[src/rtl/ufs_pkg.sv]
// Shared types and constants for the disjoint-set engine.
`default_nettype none

package ufs_pkg;

  // Field widths fixed at the block boundary.
  localparam int FUNC_W  = 2;
  localparam int NODE_W  = 10;
  localparam int GSIZE_W = 11;

  // Default element count.
  localparam int NODES_DEFAULT = 1024;

  // Request operation codes.
  typedef enum logic [FUNC_W-1:0] {
    FUNC_UNITE = 2'd0,
    FUNC_SAME  = 2'd1,
    FUNC_COUNT = 2'd2,
    FUNC_FIND  = 2'd3
  } func_t;

  // Operations of the shared compare/add unit.
  typedef enum logic [1:0] {
    ALU_EQ  = 2'd0,
    ALU_GT  = 2'd1,
    ALU_ADD = 2'd2
  } alu_op_t;

endpackage

`default_nettype wire

[src/rtl/ufs_alu.sv]
// Shared compare and add unit used by the sequencer.
`default_nettype none

module ufs_alu #(
  parameter int W = 11
) (
  input  wire ufs_pkg::alu_op_t op,
  input  wire logic [W-1:0]     a,
  input  wire logic [W-1:0]     b,
  output logic                  flag,
  output logic      [W-1:0]     sum
);

  always_comb begin
    flag = 1'b0;
    sum  = '0;
    unique case (op)
      ufs_pkg::ALU_EQ:  flag = (a == b);
      ufs_pkg::ALU_GT:  flag = (a > b);
      ufs_pkg::ALU_ADD: sum  = a + b;
      default: begin
        flag = 1'b0;
        sum  = '0;
      end
    endcase
  end

endmodule

`default_nettype wire

[config.mk]
export PLATFORM = sky130hd
export DESIGN_NAME = ufs_alu
export DESIGN_NICKNAME = d
export VERILOG_FILES = /design/src/rtl/ufs_pkg.sv /design/src/rtl/ufs_alu.sv
export SDC_FILE = /design/constraint.sdc
export NUM_CORES = 1
export LEC_CHECK = 0
export BUFFER_PORTS_ARGS = -buffer_cell sky130_fd_sc_hd__buf_2
export CAP_MARGIN = 20
export CORE_AREA = 3 3 44 46
export DETAILED_ROUTE_END_ITERATION = 16
export DIE_AREA = 0 0 47 49
export PLACE_DENSITY = 0.91
export SYNTH_ARGS = -nofsm -noshare
export SYNTH_HDL_FRONTEND = slang
export SYNTH_SLANG_ARGS = --single-unit
[constraint.sdc]
create_clock -name vclk -period 7.8
set_input_delay 1.56 -clock vclk [all_inputs]
set_output_delay 1.56 -clock vclk [all_outputs]
set_load 0.05 [all_outputs]
==> flow_metrics.env <==
export IMPL_worstHoldStart="b[0]"
export IMPL_maxCapViolCount=0
export IMPL_fin_setup_tns_ns=0
export IMPL_grt_pass1_wl_um=3360
export IMPL_syn_area_sq_um=847
export IMPL_vias=947
export IMPL_antennaDiodeCount=0
export IMPL_ys_seq_area_frac=0
export IMPL_syn_inst=117
export IMPL_dp_slack_ns=2.56
export IMPL_drive_above_1_share=0.250
export IMPL_whs_path_depth=4
export IMPL_slew_violations=0
export IMPL_critPathBufInv=2
export IMPL_ys_top_cells_by_area="ha_1 31%, inv_1 8.4%, nand2b_1 4.4%"
export IMPL_postPlaceCellArea_sq_um=1040
export IMPL_viasPerCell=5.64
export IMPL_yosysTopAreaCellShare=0.310
export IMPL_hold_class="in2out"
export IMPL_track_usage=0.177
export IMPL_die_x_um=47
export IMPL_synth_net_count=163
export IMPL_clockBufferCount=0
export IMPL_outcome="complete, no violations"
export IMPL_netlist_cell_type_count=36
export IMPL_flops_and_latches=0
export IMPL_min_period_ns=5.27
export IMPL_dieArea_sq_um=2300
export IMPL_start_util=0.550
export IMPL_yosysTopAreaCell="ha_1"
export IMPL_startpoint_type="input port"
export IMPL_critPathCaptureType="primary output"
export IMPL_max_freq_mhz=190
export IMPL_grt_pass1_vias=880
export IMPL_grt_max_degree=9
export IMPL_cts_hold_buffers_added=0
export IMPL_p_leak_nw=0.593
export IMPL_wl_per_cell_um=12.5
export IMPL_hold_viol_final=0
export IMPL_path_cells="buf_2, ha_1, fa_1, nor2b_1, o311ai_1, a21oi_1, or3_1, a21oi_1, buf_2"
export IMPL_fin_util=0.677
export IMPL_holdPathEnd="sum[0]"
export IMPL_timing_slew_headroom=0.622
export IMPL_setup_viol=0
export IMPL_critPathKind="in2out"
export IMPL_synth_warnings=0
export IMPL_area_delta_synth_final_pct=23.2
export IMPL_drtIter0Drc=14
export IMPL_io_pins=36
export IMPL_globalplace_congestion=0.849
export IMPL_final_cell_mix="36 x buf_2, 21 x ha_1, 19 x inv_1, 10 x nor2_1, 7 x a21oi_1"
export IMPL_cp_max_fo=3
export IMPL_port_buffers=36
export IMPL_nNetsFinal=200
export IMPL_regArea_sq_um=0
export IMPL_slowest_delay_ns=0.40
export IMPL_synth_area_per_cell_sq_um=7.24
export IMPL_ctsResizeCount=0
export IMPL_crit_family="compound AO/OA/AOI/OAI gates"
export IMPL_fp_coreArea_sq_um=1540
export IMPL_cts_setup_buffers=0
export IMPL_fin_ws_ns=2.53
export IMPL_drc=0
export IMPL_ir_drop_mv=0.0477
export IMPL_arrival_ns=3.71
export IMPL_dp_hpwl_um=1840
export IMPL_worstPathRequired_ns=6.24
export IMPL_grt_antenna_before_repair=0
export IMPL_whs_ns=3.59
export IMPL_final_common_cell="buf_2"
export IMPL_worstMarginPinSlew_ns=0.562
export IMPL_power_density_nw_per_um2=74.2
export IMPL_fin_area_sq_um=1040
export IMPL_rsz0062_at_grt="false"
export IMPL_crit_slowest_cell="o311ai_1"
export IMPL_num_rows=14
export IMPL_grt_ovfl_total=0
export IMPL_wl_um=2100
export IMPL_die_height_um=49
export IMPL_finalCritPeriodShare=0.675
export IMPL_final_antenna_net_count=0
export IMPL_dr_pass1_iters=4
[where the power goes]
part           leakage [nW]  switching, mW  internal [mW]
logic                 0.593         0.0480         0.0294
clock network             0              0              0
registers                 0              0              0
total                 0.593         0.0480         0.0294
[kinds of logic after synthesis]
group,after synthesis,synth area share
compound gates,31,0.263
xor+xnor,2,0.0207
fa+ha+maj,22,0.334
buf+inv,20,0.0886
mux,2,0.0236
simple gates,40,0.270
[final cells by class]
cell class	count	area (sq um)
fill	145	498
inverter	19	71.3
multi-input combinational	97	772
tap	16	20.0
timing repair buffer	36	180
[worst max path at each step]
stage / startpoint / to / slack (ns) / cells after the start
floorplan: a[0] / sum[8] / 2.28 / 7
global placement: a[0] / sum[6] / 2.60 / 9
detailed placement: a[0] / sum[6] / 2.56 / 9
CTS: a[0] / sum[6] / 2.54 / 9
global route: a[0] / sum[6] / 2.34 / 9
finish: a[0] / sum[6] / 2.53 / 9
[synthesized netlist by cell type, types with 2 or more instances]
master and n:
nor2b_1 3, nand2_1 2, nand2b_1 6, and3_1 3, nor3_1 2, nand3_1 4, nor2_1 10, o21a_1 2
nor4b_1 3, ha_1 21, mux2i_1 2, xnor2_1 2, nor4_1 2, a211oi_1 2, a21oi_1 7, a21o_1 4
o21bai_1 2, o21ai_0 3, inv_1 19, a221oi_1 2
[layer usage]
metal  global-route usage  share of wire  up-vias  wire [um]
met4               0.0276         0.0057        0         12
li1                     -              -      488          -
met1                0.234           0.43      425        908
met2                0.312           0.51       32       1070
met3              0.00369          0.051        2        107
met5                    0              0        -          0
[per-stage QoR]
| step | std cells | power, mW |
|---|---|---|
| floorplan | 117 | 0.0563 |
| global placement | 168 | 0.0742 |
| detailed placement | 168 | 0.0769 |
| CTS | 168 | 0.0774 |
| global route | 168 | 0.0849 |
| finish | 168 | 0.0774 |
(Power assumes the default switching activity.)
